==> config.mk <==
export PLATFORM = sky130hd
export DESIGN_NAME = lfu_replacement_cache_core
export DESIGN_NICKNAME = d
export VERILOG_FILES = /design/src/rtl/lfu_pkg.sv /design/src/rtl/lfu_cell.sv /design/src/rtl/lfu_replacement_cache_core.sv
export SDC_FILE = /design/constraint.sdc
export NUM_CORES = 2
export LEC_CHECK = 0
export BUFFER_PORTS_ARGS = -buffer_cell sky130_fd_sc_hd__buf_2
export CAP_MARGIN = 0
export CORE_MARGIN = 10
export CORE_UTILIZATION = 40
export DETAILED_ROUTE_END_ITERATION = 16
export GPL_ROUTABILITY_DRIVEN = 0
export PLACE_DENSITY = 0.55
export REMOVE_ABC_BUFFERS = 1
export SLEW_MARGIN = 20
export SYNTH_ARGS = -nofsm -noshare
export SYNTH_HDL_FRONTEND = slang
export SYNTH_SLANG_ARGS = --single-unit
==> constraint.sdc <==
create_clock -name clk -period 9.5 [get_ports clk]
set_input_delay 0 -clock clk [delete_from_list [all_inputs] [get_ports clk]]
set_output_delay 0 -clock clk [all_outputs]
set_load 0.05 [all_outputs]
==> src/rtl/lfu_pkg.sv <==
// ---------------------------------------------------------------------------
// lfu_pkg
// Shared types and constants for the LFU key-value store and its cell row.
// ---------------------------------------------------------------------------
`default_nettype none

package lfu_pkg;

  // Payload widths fixed by the interface
  localparam int DATA_W    = 32;
  localparam int CAP_W     = 5;
  localparam int CFG_ADDR_W = 3;

  // Register map (word index = paddr[2])
  localparam logic REG_CAPACITY = 1'b0;

  // Capacity after reset
  localparam logic [CAP_W-1:0] CAP_RESET = 5'd16;

  // Request opcodes
  localparam logic OP_GET = 1'b0;
  localparam logic OP_PUT = 1'b1;

  // Update command broadcast to every cell
  typedef struct packed {
    logic ins_en;  // insert the new entry, shifting the row around it
    logic rm_en;   // one entry (at rm_idx) leaves the row
    logic val_wr;  // overwrite the value of the entry at rm_idx in place
  } ctl_t;

endpackage

`default_nettype wire

==> src/rtl/lfu_cell.sv <==
// ---------------------------------------------------------------------------
// lfu_cell
// One slot of the sorted entry row. The row is kept ascending by use count,
// and among equal counts by the time the count was reached, so slot 0 always
// holds the victim. On an update a cell holds, takes its upper neighbor
// (close the gap), its lower neighbor (open a gap) or the new entry, or rewrites its value in place.
// ---------------------------------------------------------------------------
`default_nettype none

module lfu_cell #(
  parameter int COUNT_BITS = 16,
  parameter int IDX_W      = 4,
  parameter int IDX        = 0
) (
  input  wire                        clk,
  input  wire                        rst_n,
  // broadcast command
  input  lfu_pkg::ctl_t              ctl,
  input  wire [IDX_W-1:0]            rm_idx,
  input  wire [COUNT_BITS-1:0]       ins_cnt,
  input  wire [lfu_pkg::DATA_W-1:0]  ins_key,
  input  wire [lfu_pkg::DATA_W-1:0]  ins_val,
  input  wire [lfu_pkg::DATA_W-1:0]  look_key,
  // lower neighbor (toward slot 0)
  input  wire                        prv_vld,
  input  wire [lfu_pkg::DATA_W-1:0]  prv_key,
  input  wire [lfu_pkg::DATA_W-1:0]  prv_val,
  input  wire [COUNT_BITS-1:0]       prv_cnt,
  input  wire                        prv_le,
  // upper neighbor
  input  wire                        nxt_vld,
  input  wire [lfu_pkg::DATA_W-1:0]  nxt_key,
  input  wire [lfu_pkg::DATA_W-1:0]  nxt_val,
  input  wire [COUNT_BITS-1:0]       nxt_cnt,
  input  wire                        nxt_le,
  // own contents
  output logic                       vld,
  output logic [lfu_pkg::DATA_W-1:0] key,
  output logic [lfu_pkg::DATA_W-1:0] val,
  output logic [COUNT_BITS-1:0]      cnt,
  output logic                       le,
  output logic                       match
);
  import lfu_pkg::*;

  logic                  vld_r;
  logic [DATA_W-1:0]     key_r;
  logic [DATA_W-1:0]     val_r;
  logic [COUNT_BITS-1:0] cnt_r;

  logic at_or_after_rm;
  logic at_or_before_rm;
  logic take_nxt;
  logic take_new;
  logic take_prv;
  logic here;

  assign vld   = vld_r;
  assign key   = key_r;
  assign val   = val_r;
  assign cnt   = cnt_r;
  assign match = vld_r && (key_r == look_key);

  // belongs before the new entry in the sorted row
  assign le = vld_r && (cnt_r <= ins_cnt);

  assign here            = (IDX_W'(IDX) == rm_idx);
  assign at_or_after_rm  = ctl.rm_en && (IDX_W'(IDX) >= rm_idx);
  assign at_or_before_rm = !ctl.rm_en || (IDX_W'(IDX) <= rm_idx);

  // move selection; cell 0 sees prv_le tied high, the last cell nxt_le low
  assign take_nxt = at_or_after_rm && nxt_le;
  assign take_new = (at_or_after_rm && le && !nxt_le) ||
                    (at_or_before_rm && !le && prv_le);
  assign take_prv = at_or_before_rm && !le && !prv_le;

  // valid bit
  always_ff @(posedge clk) begin
    if (!rst_n) begin
      vld_r <= 1'b0;
    end else if (ctl.ins_en) begin
      if (take_new) begin
        vld_r <= 1'b1;
      end else if (take_nxt) begin
        vld_r <= nxt_vld;
      end else if (take_prv) begin
        vld_r <= prv_vld;
      end
    end
  end

  // entry payload
  always_ff @(posedge clk) begin
    if (ctl.ins_en) begin
      if (take_new) begin
        key_r <= ins_key;
        val_r <= ins_val;
        cnt_r <= ins_cnt;
      end else if (take_nxt) begin
        key_r <= nxt_key;
        val_r <= nxt_val;
        cnt_r <= nxt_cnt;
      end else if (take_prv) begin
        key_r <= prv_key;
        val_r <= prv_val;
        cnt_r <= prv_cnt;
      end
    end else if (ctl.val_wr && here) begin
      val_r <= ins_val;
    end
  end

endmodule

`default_nettype wire

==> src/rtl/lfu_replacement_cache_core.sv <==
// ---------------------------------------------------------------------------
// lfu_replacement_cache_core
// Fully associative key-value store with least-frequently-used replacement
// and oldest-first tie break, built as a sorted row of entry cells.
//
//   channel  dir  beat accepted when        payload
//   in_      in   in_valid  && !in_stall    op, key, value
//   out_     out  out_valid && !out_stall   hit, read_value, evicted,
//                                           evicted_key
//   cfg      in   psel && penable && pwrite capacity at address 0
//
// Each request passes through a lookup cycle (key match across all cells,
// hit value and count captured) and an update cycle in which the cell row
// shifts by at most one place. A new request can be taken in the update
// cycle or while idle. Results sit in an output register; while it is
// stalled and full the update cycle holds. Reset clears all valid bits.
// ---------------------------------------------------------------------------
`default_nettype none

module lfu_replacement_cache_core #(
  parameter int ENTRIES    = 16,
  parameter int COUNT_BITS = 16
) (
  input  wire                              clk,
  input  wire                              rst_n,
  // request channel
  input  wire                              in_valid,
  output logic                             in_stall,
  input  wire                              in_op,
  input  wire signed [lfu_pkg::DATA_W-1:0] in_key,
  input  wire signed [lfu_pkg::DATA_W-1:0] in_value,
  // result channel
  output logic                             out_valid,
  input  wire                              out_stall,
  output logic                             out_hit,
  output logic signed [lfu_pkg::DATA_W-1:0] out_read_value,
  output logic                             out_evicted,
  output logic signed [lfu_pkg::DATA_W-1:0] out_evicted_key,
  // configuration
  input  wire                              psel,
  input  wire                              penable,
  input  wire                              pwrite,
  input  wire [lfu_pkg::CFG_ADDR_W-1:0]    paddr,
  input  wire [lfu_pkg::DATA_W-1:0]        pwdata,
  output logic [lfu_pkg::DATA_W-1:0]       prdata,
  output logic                             pready
);
  import lfu_pkg::*;

  localparam int IDX_W  = (ENTRIES > 1) ? $clog2(ENTRIES) : 1;
  localparam int FILL_W = $clog2(ENTRIES + 1);
  localparam int CMP_W  = (FILL_W > CAP_W) ? FILL_W : CAP_W;

  typedef enum logic [1:0] {
    S_IDLE,
    S_LOOK,
    S_UPD
  } state_t;

  state_t state_r, state_nxt;

  // request latch
  logic                  op_r;
  logic [DATA_W-1:0]     key_r;
  logic [DATA_W-1:0]     val_in_r;
  // lookup results
  logic                  hit_r;
  logic [IDX_W-1:0]      hit_idx_r;
  logic [DATA_W-1:0]     hit_val_r;
  logic [COUNT_BITS-1:0] bump_cnt_r;
  logic                  sat_r;
  // store state
  logic [CAP_W-1:0]      capacity_r;
  logic [FILL_W-1:0]     fill_r;
  // result register
  logic                  out_valid_r;
  logic                  out_hit_r;
  logic [DATA_W-1:0]     out_rd_r;
  logic                  out_ev_r;
  logic [DATA_W-1:0]     out_evk_r;

  logic accept;
  logic upd_go;
  logic cfg_wr;

  // cell row signals
  logic [ENTRIES-1:0]    vld_a;
  logic [ENTRIES-1:0]    le_a;
  logic [ENTRIES-1:0]    match_a;
  logic [DATA_W-1:0]     key_a [ENTRIES];
  logic [DATA_W-1:0]     val_a [ENTRIES];
  logic [COUNT_BITS-1:0] cnt_a [ENTRIES];

  // lookup combinational
  logic                  look_hit;
  logic [IDX_W-1:0]      look_idx;
  logic [DATA_W-1:0]     look_val;
  logic [COUNT_BITS-1:0] look_cnt;

  // update decisions
  ctl_t                  ctl_raw;
  ctl_t                  ctl;
  logic [IDX_W-1:0]      rm_idx;
  logic [COUNT_BITS-1:0] ins_cnt;
  logic [DATA_W-1:0]     ins_val;
  logic                  fill_inc;
  logic                  ev;
  logic [DATA_W-1:0]     evk;
  logic [DATA_W-1:0]     rd;
  logic [CMP_W-1:0]      cap_ext;
  logic [CMP_W-1:0]      cap_eff;
  logic [CMP_W-1:0]      fill_ext;

  // handshakes
  assign upd_go   = (state_r == S_UPD) && (!out_valid_r || !out_stall);
  assign in_stall = !((state_r == S_IDLE) || upd_go);
  assign accept   = in_valid && !in_stall;

  assign out_valid       = out_valid_r;
  assign out_hit         = out_hit_r;
  assign out_read_value  = out_rd_r;
  assign out_evicted     = out_ev_r;
  assign out_evicted_key = out_evk_r;

  // configuration port
  assign pready = 1'b1;
  assign cfg_wr = psel && penable && pwrite && pready &&
                  (paddr[CFG_ADDR_W-1] == REG_CAPACITY);
  assign prdata = (paddr[CFG_ADDR_W-1] == REG_CAPACITY) ?
                  {{(DATA_W-CAP_W){1'b0}}, capacity_r} : '0;

  always_ff @(posedge clk) begin
    if (!rst_n) begin
      capacity_r <= CAP_RESET;
    end else if (cfg_wr) begin
      capacity_r <= pwdata[CAP_W-1:0];
    end
  end

  // cell row
  for (genvar i = 0; i < ENTRIES; i++) begin : g_cell
    logic                  p_vld, n_vld, p_le, n_le;
    logic [DATA_W-1:0]     p_key, n_key, p_val, n_val;
    logic [COUNT_BITS-1:0] p_cnt, n_cnt;

    if (i == 0) begin : g_lo
      assign p_vld = 1'b0;
      assign p_key = '0;
      assign p_val = '0;
      assign p_cnt = '0;
      assign p_le  = 1'b1;
    end else begin : g_lo
      assign p_vld = vld_a[i-1];
      assign p_key = key_a[i-1];
      assign p_val = val_a[i-1];
      assign p_cnt = cnt_a[i-1];
      assign p_le  = le_a[i-1];
    end

    if (i == ENTRIES - 1) begin : g_hi
      assign n_vld = 1'b0;
      assign n_key = '0;
      assign n_val = '0;
      assign n_cnt = '0;
      assign n_le  = 1'b0;
    end else begin : g_hi
      assign n_vld = vld_a[i+1];
      assign n_key = key_a[i+1];
      assign n_val = val_a[i+1];
      assign n_cnt = cnt_a[i+1];
      assign n_le  = le_a[i+1];
    end

    lfu_cell #(
      .COUNT_BITS (COUNT_BITS),
      .IDX_W      (IDX_W),
      .IDX        (i)
    ) u_cell (
      .clk      (clk),
      .rst_n    (rst_n),
      .ctl      (ctl),
      .rm_idx   (rm_idx),
      .ins_cnt  (ins_cnt),
      .ins_key  (key_r),
      .ins_val  (ins_val),
      .look_key (key_r),
      .prv_vld  (p_vld),
      .prv_key  (p_key),
      .prv_val  (p_val),
      .prv_cnt  (p_cnt),
      .prv_le   (p_le),
      .nxt_vld  (n_vld),
      .nxt_key  (n_key),
      .nxt_val  (n_val),
      .nxt_cnt  (n_cnt),
      .nxt_le   (n_le),
      .vld      (vld_a[i]),
      .key      (key_a[i]),
      .val      (val_a[i]),
      .cnt      (cnt_a[i]),
      .le       (le_a[i]),
      .match    (match_a[i])
    );
  end

  // lookup: keys are unique, so at most one match; OR the selections
  always_comb begin
    look_hit = |match_a;
    look_idx = '0;
    look_val = '0;
    look_cnt = '0;
    for (int i = 0; i < ENTRIES; i++) begin
      if (match_a[i]) begin
        look_idx = look_idx | IDX_W'(i);
        look_val = look_val | val_a[i];
        look_cnt = look_cnt | cnt_a[i];
      end
    end
  end

  // update decisions
  assign cap_ext  = CMP_W'(capacity_r);
  assign cap_eff  = (cap_ext > CMP_W'(ENTRIES)) ? CMP_W'(ENTRIES) : cap_ext;
  assign fill_ext = CMP_W'(fill_r);

  always_comb begin
    ctl_raw  = '0;
    rm_idx   = hit_idx_r;
    ins_cnt  = bump_cnt_r;
    ins_val  = hit_val_r;
    fill_inc = 1'b0;
    ev       = 1'b0;
    evk      = '0;
    if (op_r == OP_GET) begin
      // bump on hit: entry moves behind all entries of its new count
      if (hit_r && !sat_r) begin
        ctl_raw.rm_en  = 1'b1;
        ctl_raw.ins_en = 1'b1;
      end
    end else if (cap_eff != '0) begin
      ins_val = val_in_r;
      if (hit_r) begin
        if (sat_r) begin
          ctl_raw.val_wr = 1'b1;
        end else begin
          ctl_raw.rm_en  = 1'b1;
          ctl_raw.ins_en = 1'b1;
        end
      end else begin
        ctl_raw.ins_en = 1'b1;
        ins_cnt        = COUNT_BITS'(1);
        if (fill_ext >= cap_eff) begin
          // full: slot 0 is the victim
          ctl_raw.rm_en = 1'b1;
          rm_idx        = '0;
          ev            = 1'b1;
          evk           = key_a[0];
        end else begin
          fill_inc = 1'b1;
        end
      end
    end
  end

  assign ctl = upd_go ? ctl_raw : '0;
  assign rd  = ((op_r == OP_GET) && hit_r) ? hit_val_r : '0;

  // sequencer
  always_comb begin
    state_nxt = state_r;
    case (state_r)
      S_IDLE:  state_nxt = accept ? S_LOOK : S_IDLE;
      S_LOOK:  state_nxt = S_UPD;
      S_UPD: begin
        if (upd_go) begin
          state_nxt = accept ? S_LOOK : S_IDLE;
        end
      end
      default: state_nxt = S_IDLE;
    endcase
  end

  // state, fill level and result register
  always_ff @(posedge clk) begin
    if (!rst_n) begin
      state_r     <= S_IDLE;
      fill_r      <= '0;
      out_valid_r <= 1'b0;
    end else begin
      state_r <= state_nxt;
      if (upd_go && fill_inc) begin
        fill_r <= fill_r + FILL_W'(1);
      end
      if (upd_go) begin
        out_valid_r <= 1'b1;
        out_hit_r   <= hit_r;
        out_rd_r    <= rd;
        out_ev_r    <= ev;
        out_evk_r   <= evk;
      end else if (!out_stall) begin
        out_valid_r <= 1'b0;
      end
    end
  end

  // request latch and lookup capture
  always_ff @(posedge clk) begin
    if (accept) begin
      op_r     <= in_op;
      key_r    <= in_key;
      val_in_r <= in_value;
    end
    if (state_r == S_LOOK) begin
      hit_r      <= look_hit;
      hit_idx_r  <= look_idx;
      hit_val_r  <= look_val;
      bump_cnt_r <= look_cnt + COUNT_BITS'(1);
      sat_r      <= &look_cnt;
    end
  end

`ifndef SYNTHESIS
  // valid entries always fill the low slots, one per counted entry
  a_fill_matches: assert property (@(posedge clk) disable iff (!rst_n)
    $countones(vld_a) == 32'(fill_r))
    else $error("fill level disagrees with valid cells");

  // a blocked result register holds the update stage
  a_upd_hold: assert property (@(posedge clk) disable iff (!rst_n)
    (state_r == S_UPD) && out_valid_r && out_stall |=> (state_r == S_UPD))
    else $error("update left while result register blocked");

  // every accepted request goes to lookup next
  a_accept_look: assert property (@(posedge clk) disable iff (!rst_n)
    accept |=> (state_r == S_LOOK))
    else $error("accepted request did not enter lookup");

  // a completed update always presents a result
  a_upd_result: assert property (@(posedge clk) disable iff (!rst_n)
    upd_go |=> out_valid_r)
    else $error("update completed without result");
`endif

endmodule

`default_nettype wire

== Word level (Yosys, flattened, before mapping) ==
Index checks and enable logic that the tools add are counted.

* Word-level logic and storage cells: 803
* Input bits: 107
* Output and inout port bits: 101
* Bits in registers: 1,494

* Reduce and logical (&&, ||, !) cells: 294
* Add/sub/neg operators: 2
* Bitwise gates (word level): 34
* Order comparisons: 50
* Equality and inequality tests: 51
* Muxes and demuxes: 289

{| class="wikitable"
|+ Operators with widths
! kind !! number
|-
| 2-to-1 mux 32 bit || 142
|-
| 2-to-1 mux 16 bit || 65
|-
| equality test 32 bit || 16
|-
| OR 32 bit || 15
|-
| less-or-equal comparator 16 bit || 16
|-
| OR 16 bit || 15
|-
| logical AND 1 bit || 164
|-
| AND reduction 2 bit || 33
|-
| 2-to-1 mux 1 bit || 60
|-
| != test 4 x 1 -> 1 bit, second input constant || 14
|-
| nonzero test 3 bit || 14
|-
| nonzero test 2 bit || 18
|-
| logical OR 1 bit || 34
|-
| equality test 4 bit, first input constant || 8
|-
| greater-or-equal comparator 4 bit, first input constant || 8
|-
| less-or-equal comparator 4 bit, first input constant || 8
|-
| zero test 1 bit || 21
|-
| 2-to-1 mux 2 bit || 9
|-
| 2-to-1 mux 3 bit || 6
|-
| adder 16 x 1 -> 16 bit, second input constant || 1
|-
| equality test 3 x 4 -> 1 bit, first input constant || 4
|-
| greater-or-equal comparator 3 x 4 -> 1 bit, first input constant || 4
|-
| less-or-equal comparator 3 x 4 -> 1 bit, first input constant || 4
|-
| 2-to-1 mux 4 bit || 4
|-
| other kinds (26) || 37
|}

== Logic depth before layout (Yosys ltp) ==
* Word-level depth: 34
* Depth in mapped cells: 23
* Gate-level depth less buffers: 17

== Modules after synthesis ==
A second synthesis with hierarchy kept.

* Cell total of the unflattened synthesis: 7,162
* Area, all modules: 96,123.4 µm²

{| class="wikitable"
|+ By module, submodules not included
! module !! area each (µm²) !! instances !! cells each
|-
| lfu_replacement_cache_core || 12,024.0 || 1 || 1,018
|-
| lfu_cell at g_cell[13].u_cell || 5,429.0 || 1 || 387
|-
| lfu_cell at g_cell[6].u_cell || 5,370.2 || 1 || 424
|-
| lfu_cell at g_cell[0].u_cell || 5,311.3 || 1 || 377
|-
| lfu_cell at g_cell[1].u_cell || 5,301.3 || 1 || 378
|-
| lfu_cell at g_cell[4].u_cell || 5,262.5 || 1 || 389
|-
| lfu_cell at g_cell[12].u_cell || 5,250.0 || 1 || 381
|-
| lfu_cell at g_cell[10].u_cell || 5,247.5 || 1 || 383
|-
| lfu_cell at g_cell[7].u_cell || 5,232.5 || 1 || 386
|-
| lfu_cell at g_cell[2].u_cell || 5,231.3 || 1 || 385
|-
| lfu_cell at g_cell[14].u_cell || 5,230.0 || 1 || 382
|-
| lfu_cell at g_cell[3].u_cell || 5,223.8 || 1 || 380
|-
| lfu_cell at g_cell[5].u_cell || 5,223.8 || 1 || 379
|-
| lfu_cell at g_cell[11].u_cell || 5,222.5 || 1 || 380
|-
| +3 rows || -- || -- || --
|}

== Worst setup path after synthesis ==
OpenSTA, ideal clock, no wires.

* Path type: register -> register
* Start: register capacity_r[3], in the netlist cap_ext[3]
* End: register g_cell[5].u_cell.val_r[0], enable pin
* Cell stages (with the launch flop): 20
* Path slack: 0.821 ns
* Data arrival time: 8.251 ns
* Required time: 9.072 ns
* Period minus slack after synthesis: 8.679 ns
* Cell sequence: dfxtp_1 -> or4_1 -> o21ai_2 -> nor2_1 -> clkbuf_1 -> clkbuf_1 -> nor2_1 -> inv_1 -> clkbuf_1 -> ha_1 -> nor2b_1 -> o21ai_0 -> nand2b_1 -> a21oi_1 -> o21ai_0 -> a21oi_1 -> o21ai_1 -> nand2_1 -> o21ai_0 -> o21bai_1

* Word-level cells in the longest chain between the ends: 15

{| class="wikitable"
|+ Ends and longest elaborated chain
! element !! line !! source
|-
| start, declared || lfu_replacement_cache_core.sv:73 || <nowiki>logic [CAP_W-1:0] capacity_r;</nowiki>
|-
| start signal, assigned || lfu_replacement_cache_core.sv:136 || <nowiki>capacity_r <= pwdata[CAP_W-1:0];</nowiki>
|-
| > comparator 5 bit || lfu_replacement_cache_core.sv:223 || <nowiki>assign cap_eff = (cap_ext > CMP_W'(ENTRIES)) ? CMP_W'(ENTRIES) : cap_ext;</nowiki>
|-
| 2-to-1 mux 5 bit * || lfu_replacement_cache_core.sv:223 ||
|-
| branches (longest 12 deep; another with greater-or-equal comparator 5 bit) || -- ||
|-
| AND reduction 2 bit (no source line) * || -- ||
|-
| end signal, assigned || lfu_cell.sv:97 || <nowiki>val_r <= ins_val;</nowiki>
|-
| end signal, assigned || lfu_cell.sv:101 || <nowiki>val_r <= nxt_val;</nowiki>
|-
| end signal, assigned || lfu_cell.sv:105 || <nowiki>val_r <= prv_val;</nowiki>
|-
| end, declared || lfu_cell.sv:48 || <nowiki>logic [DATA_W-1:0] val_r;</nowiki>
|}

Every way passes the cells marked *.
A chain may end at the register's enable or synchronous reset.

== Final worst setup path ==
* Start: register capacity_r[3], in the netlist cap_ext[3]
* End: register g_cell[5].u_cell.val_r[0], data pin

* Word-level cells in the longest chain between the ends: 15

{| class="wikitable"
|+ Ends and longest elaborated chain
! element !! line !! source
|-
| > comparator 5 bit || lfu_replacement_cache_core.sv:223 ||
|-
| 2-to-1 mux 5 bit * || lfu_replacement_cache_core.sv:223 ||
|-
| branches (longest 12 deep; another with greater-or-equal comparator 5 bit) || -- ||
|-
| 2-to-1 mux 32 bit * || lfu_cell.sv:94 || <nowiki>if (ctl.ins_en) begin</nowiki>
|}

Every way passes the cells marked *. The select of a mux whose other input is x is not followed.

==> results.json <==
{
  "status": "complete, no violations",
  "clock_latency_ps": 880,
  "synth_cells": 7761,
  "layout_common_cells": "mux2i_1 (1,530), edfxtp_1 (1,465), a21oi_1 (587)",
  "place.detailed.hpwl_um": 221000,
  "met1_usage_pct": 37.7,
  "grt_overflow": 0,
  "areaGrowthSynthToFinish_pct": 12.1,
  "cts-root-buf": "clkbuf_16",
  "fp.dieH_um": 492,
  "maxCapViolCount": 0,
  "clock_skew_ps": 54.9,
  "portBuffers": 150,
  "synth_edf_count": 1465,
  "max_freq_ghz": 0.142,
  "relSlewSlack_pct": 19.5,
  "use_met3_pct": 5.44,
  "ys_async_sr_fraction_pct": 0,
  "core-area_mm2": 0.222,
  "synthDistinctLibCells": 83,
  "finalSetupViolations": 0,
  "crit_family": "compound AO/OA/AOI/OAI gates",
  "synth_area_mm2": 0.0890,
  "drive_gt1_share_pct": 9.96,
  "fin_area_mm2": 0.0998,
  "dieWidth_um": 492,
  "layout_commonest_cell": "mux2i_1",
  "grtUsageTotal_pct": 27.6,
  "power-per-cell-area_mw_per_mm2": 153,
  "slew_violations": 0,
  "yosysSeqAreaShare_pct": 50.1,
  "cp-start-kind": "register",
  "endpoint_kind": "register",
  "vias": 68600,
  "busiest_layer": "met2",
  "yosys_register_bits": 1494,
  "path_buf_inv": 4,
  "worstMarginPinSlew_ps": 1210,
  "io_pins": 208,
  "post-route-period-util_pct": 74.0,
  "cp_max_fo": 47,
  "critical_path_class": "reg -> reg",
  "dp.cells": 10500,
  "critPathMaxStageDelay_ps": 710,
  "routed_wl_um": 349000,
  "dr.pass1.iters": 9,
  "grt_pass1_vias": 65900,
  "place_area_mm2": 0.0928,
  "clock_sinks": 1494,
  "grt_max_degree": 98,
  "start_util_pct": 40.1,
  "grt_pass1_wl_um": 494000,
  "fill_cells": 20400,
  "viasPerCell": 6.28,
  "arrival_ps": 7630,
  "clockBufferDepth": 3,
  "tns_ps": 0,
  "finalNonFillerCells": 10900,
  "syn_avg_cell_area_um2": 11.5,
  "path_clk_slew_ps": 60,
  "htree_levels": 4,
  "critPathRequiredTime_ps": 10100,
  "wl_per_cell_um": 32.0,
  "grtUsageMet2_pct": 42.9,
  "yosys_warnings": 0,
  "rsz0062_at_grt": "false",
  "crit_path_frequent_cell": "buf_4",
  "drc": 0,
  "fin_crit_ps": 7030,
  "peakVddDrop_uv": 214,
  "placementRows": 173,
  "path_cells": "or4_1, o21ai_4, nor2_4, buf_4, nor2b_1, buf_4, inv_1, ha_1, nor2b_1, o21ai_0, nand2b_1, a21oi_1, o21ai_0, a21oi_1, o21ai_1, nand2_1, o22a_4, and2_2, buf_4, mux2i_1",
  "ant_nets": 0,
  "hold_class": "in -> reg",
  "numCtsBuffers": 174,
  "hold_viol": 0,
  "drt_iter0_markers": 9384,
  "synth_flop_cell": "edfxtp_1",
  "antenna_found_initial": 8,
  "cp_slowest_cell": "and2_2",
  "die-area_mm2": 0.242,
  "cts_tree": "done",
  "nets": 8180,
  "p_leak_nw": 42.9
}
## synthesized netlist by cell type, types with 7 or more instances
cell type	instances	share of area, %
o21ai_1	53	0.30
o22ai_1	17	0.12
o2111ai_1	7	0.069
nor2b_1	60	0.42
mux2i_1	1531	17
dfxtp_1	29	0.65
buf_4	74	0.62
nand2_1	430	1.8
and4_1	14	0.14
a22o_1	120	1.2
a221oi_1	132	1.3
and2_1	48	0.34
ha_1	263	3.7
xnor2_1	292	2.9
and3_1	39	0.27
mux2_2	65	0.82
a31oi_1	50	0.35
nor3_1	16	0.090
clkbuf_1	307	1.3
o21ai_0	318	1.8
buf_6	13	0.16
buf_2	238	1.3
or2_1	7	0.049
nor4_1	73	0.51
a22oi_1	96	0.81
a21o_1	98	0.83
edfxtp_1	1465	49
a222oi_1	26	0.29
nor2_1	574	2.4
nand4_1	175	1.2
nand4_2	7	0.098
buf_1	48	0.20
nand3_1	45	0.25
inv_1	105	0.44
a21oi_1	589	3.3
nand2b_1	41	0.29
o21a_1	12	0.10
xor2_1	174	1.7
## metal layers
metal | up-vias | share of wire, %
met5 | - | 0.044
met2 | 4340 | 44
li1 | 29300 | -
met1 | 34100 | 40
met4 | 4 | 4.6
met3 | 873 | 11
## logic make-up after synthesis
group           share of synthesized area, %
compound gates                          11.1
xor+xnor                                4.58
fa+ha+maj                               3.70
buf+inv                                 4.08
flops                                   50.1
mux                                     18.0
other cells                          0.00844
simple gates                            8.37
## metrics by stage
| stage | utilization [%] | hold WS, ps | setup slack (ps) | power (W) |
|---|---|---|---|---|
| 3_5_place_dp | 41.8 | 178 | 2580 | 0.00880 |
| 5_1_grt | 45.0 | 156 | 2250 | 0.0157 |
| 4_1_cts | 45.0 | 81.1 | 2520 | 0.0153 |
| 6_report | 45.0 | 145 | 2470 | 0.0153 |
| 2_1_floorplan | - | 61.9 | -2640 | 0.00832 |
| 3_3_place_gp | 41.8 | 177 | 2610 | 0.00877 |
## sequential cells by signal (all words and copies together) (netlist names), 16 cells and up
name / count
g_cell.u_cell.key: 512
g_cell.u_cell.val: 512
g_cell.u_cell.cnt: 256
hit_val_r: 32
key_r: 32
out_evicted_key: 32
out_read_value: 32
val_in_r: 32
bump_cnt_r: 16
g_cell.u_cell.vld: 16
## worst register-to-register path: cells and delay by family, from the launching register on
| kind | cells | cell delay [ps] |
|---|---|---|
| buf+inv | 4 | 1550 |
| fa+ha+maj | 1 | 460 |
| simple gates | 7 | 2080 |
| flops | 1 | 340 |
| compound gates | 7 | 2100 |
| mux | 1 | 200 |
## timing repair
item	CTS	global route
setup buffers	0	0
endpoints found under the hold margin	103	0
hold buffers	157	0
gates resized for setup	0	0
## report_power, final
group / switching (W) / internal, W
logic: 0.000798 / 0.000416
registers: 0.000132 / 0.00739
clock network: 0.00295 / 0.00359
## final timing paths
kind / depth (start not counted) / slack [ps] / startpoint / endpoint
worst max-delay path: 20 / 2470 / cap_ext[3] / g_cell[5].u_cell.val[0]
worst min-delay path: 3 / 150 / in_valid / val_in_r[5]
worst max register to register: 20 / 2470 / cap_ext[3] / g_cell[5].u_cell.val[0]
worst min register to register: 1 / 540 / hit_val_r[14] / out_read_value[14]
## area by class of cell
class                      count  area (um2)  area share, %
timing repair buffer         527        4110           4.12
inverter                     109         409          0.410
tap                         2975        3720           3.73
multi-input combinational   5504       41600           41.7
clock inverter                83         691          0.692
clock buffer                 235        4670           4.68
antenna                        2        5.00        0.00502
sequential                  1494       44600           44.7
Note: power is estimated with default switching activity, not from simulation.
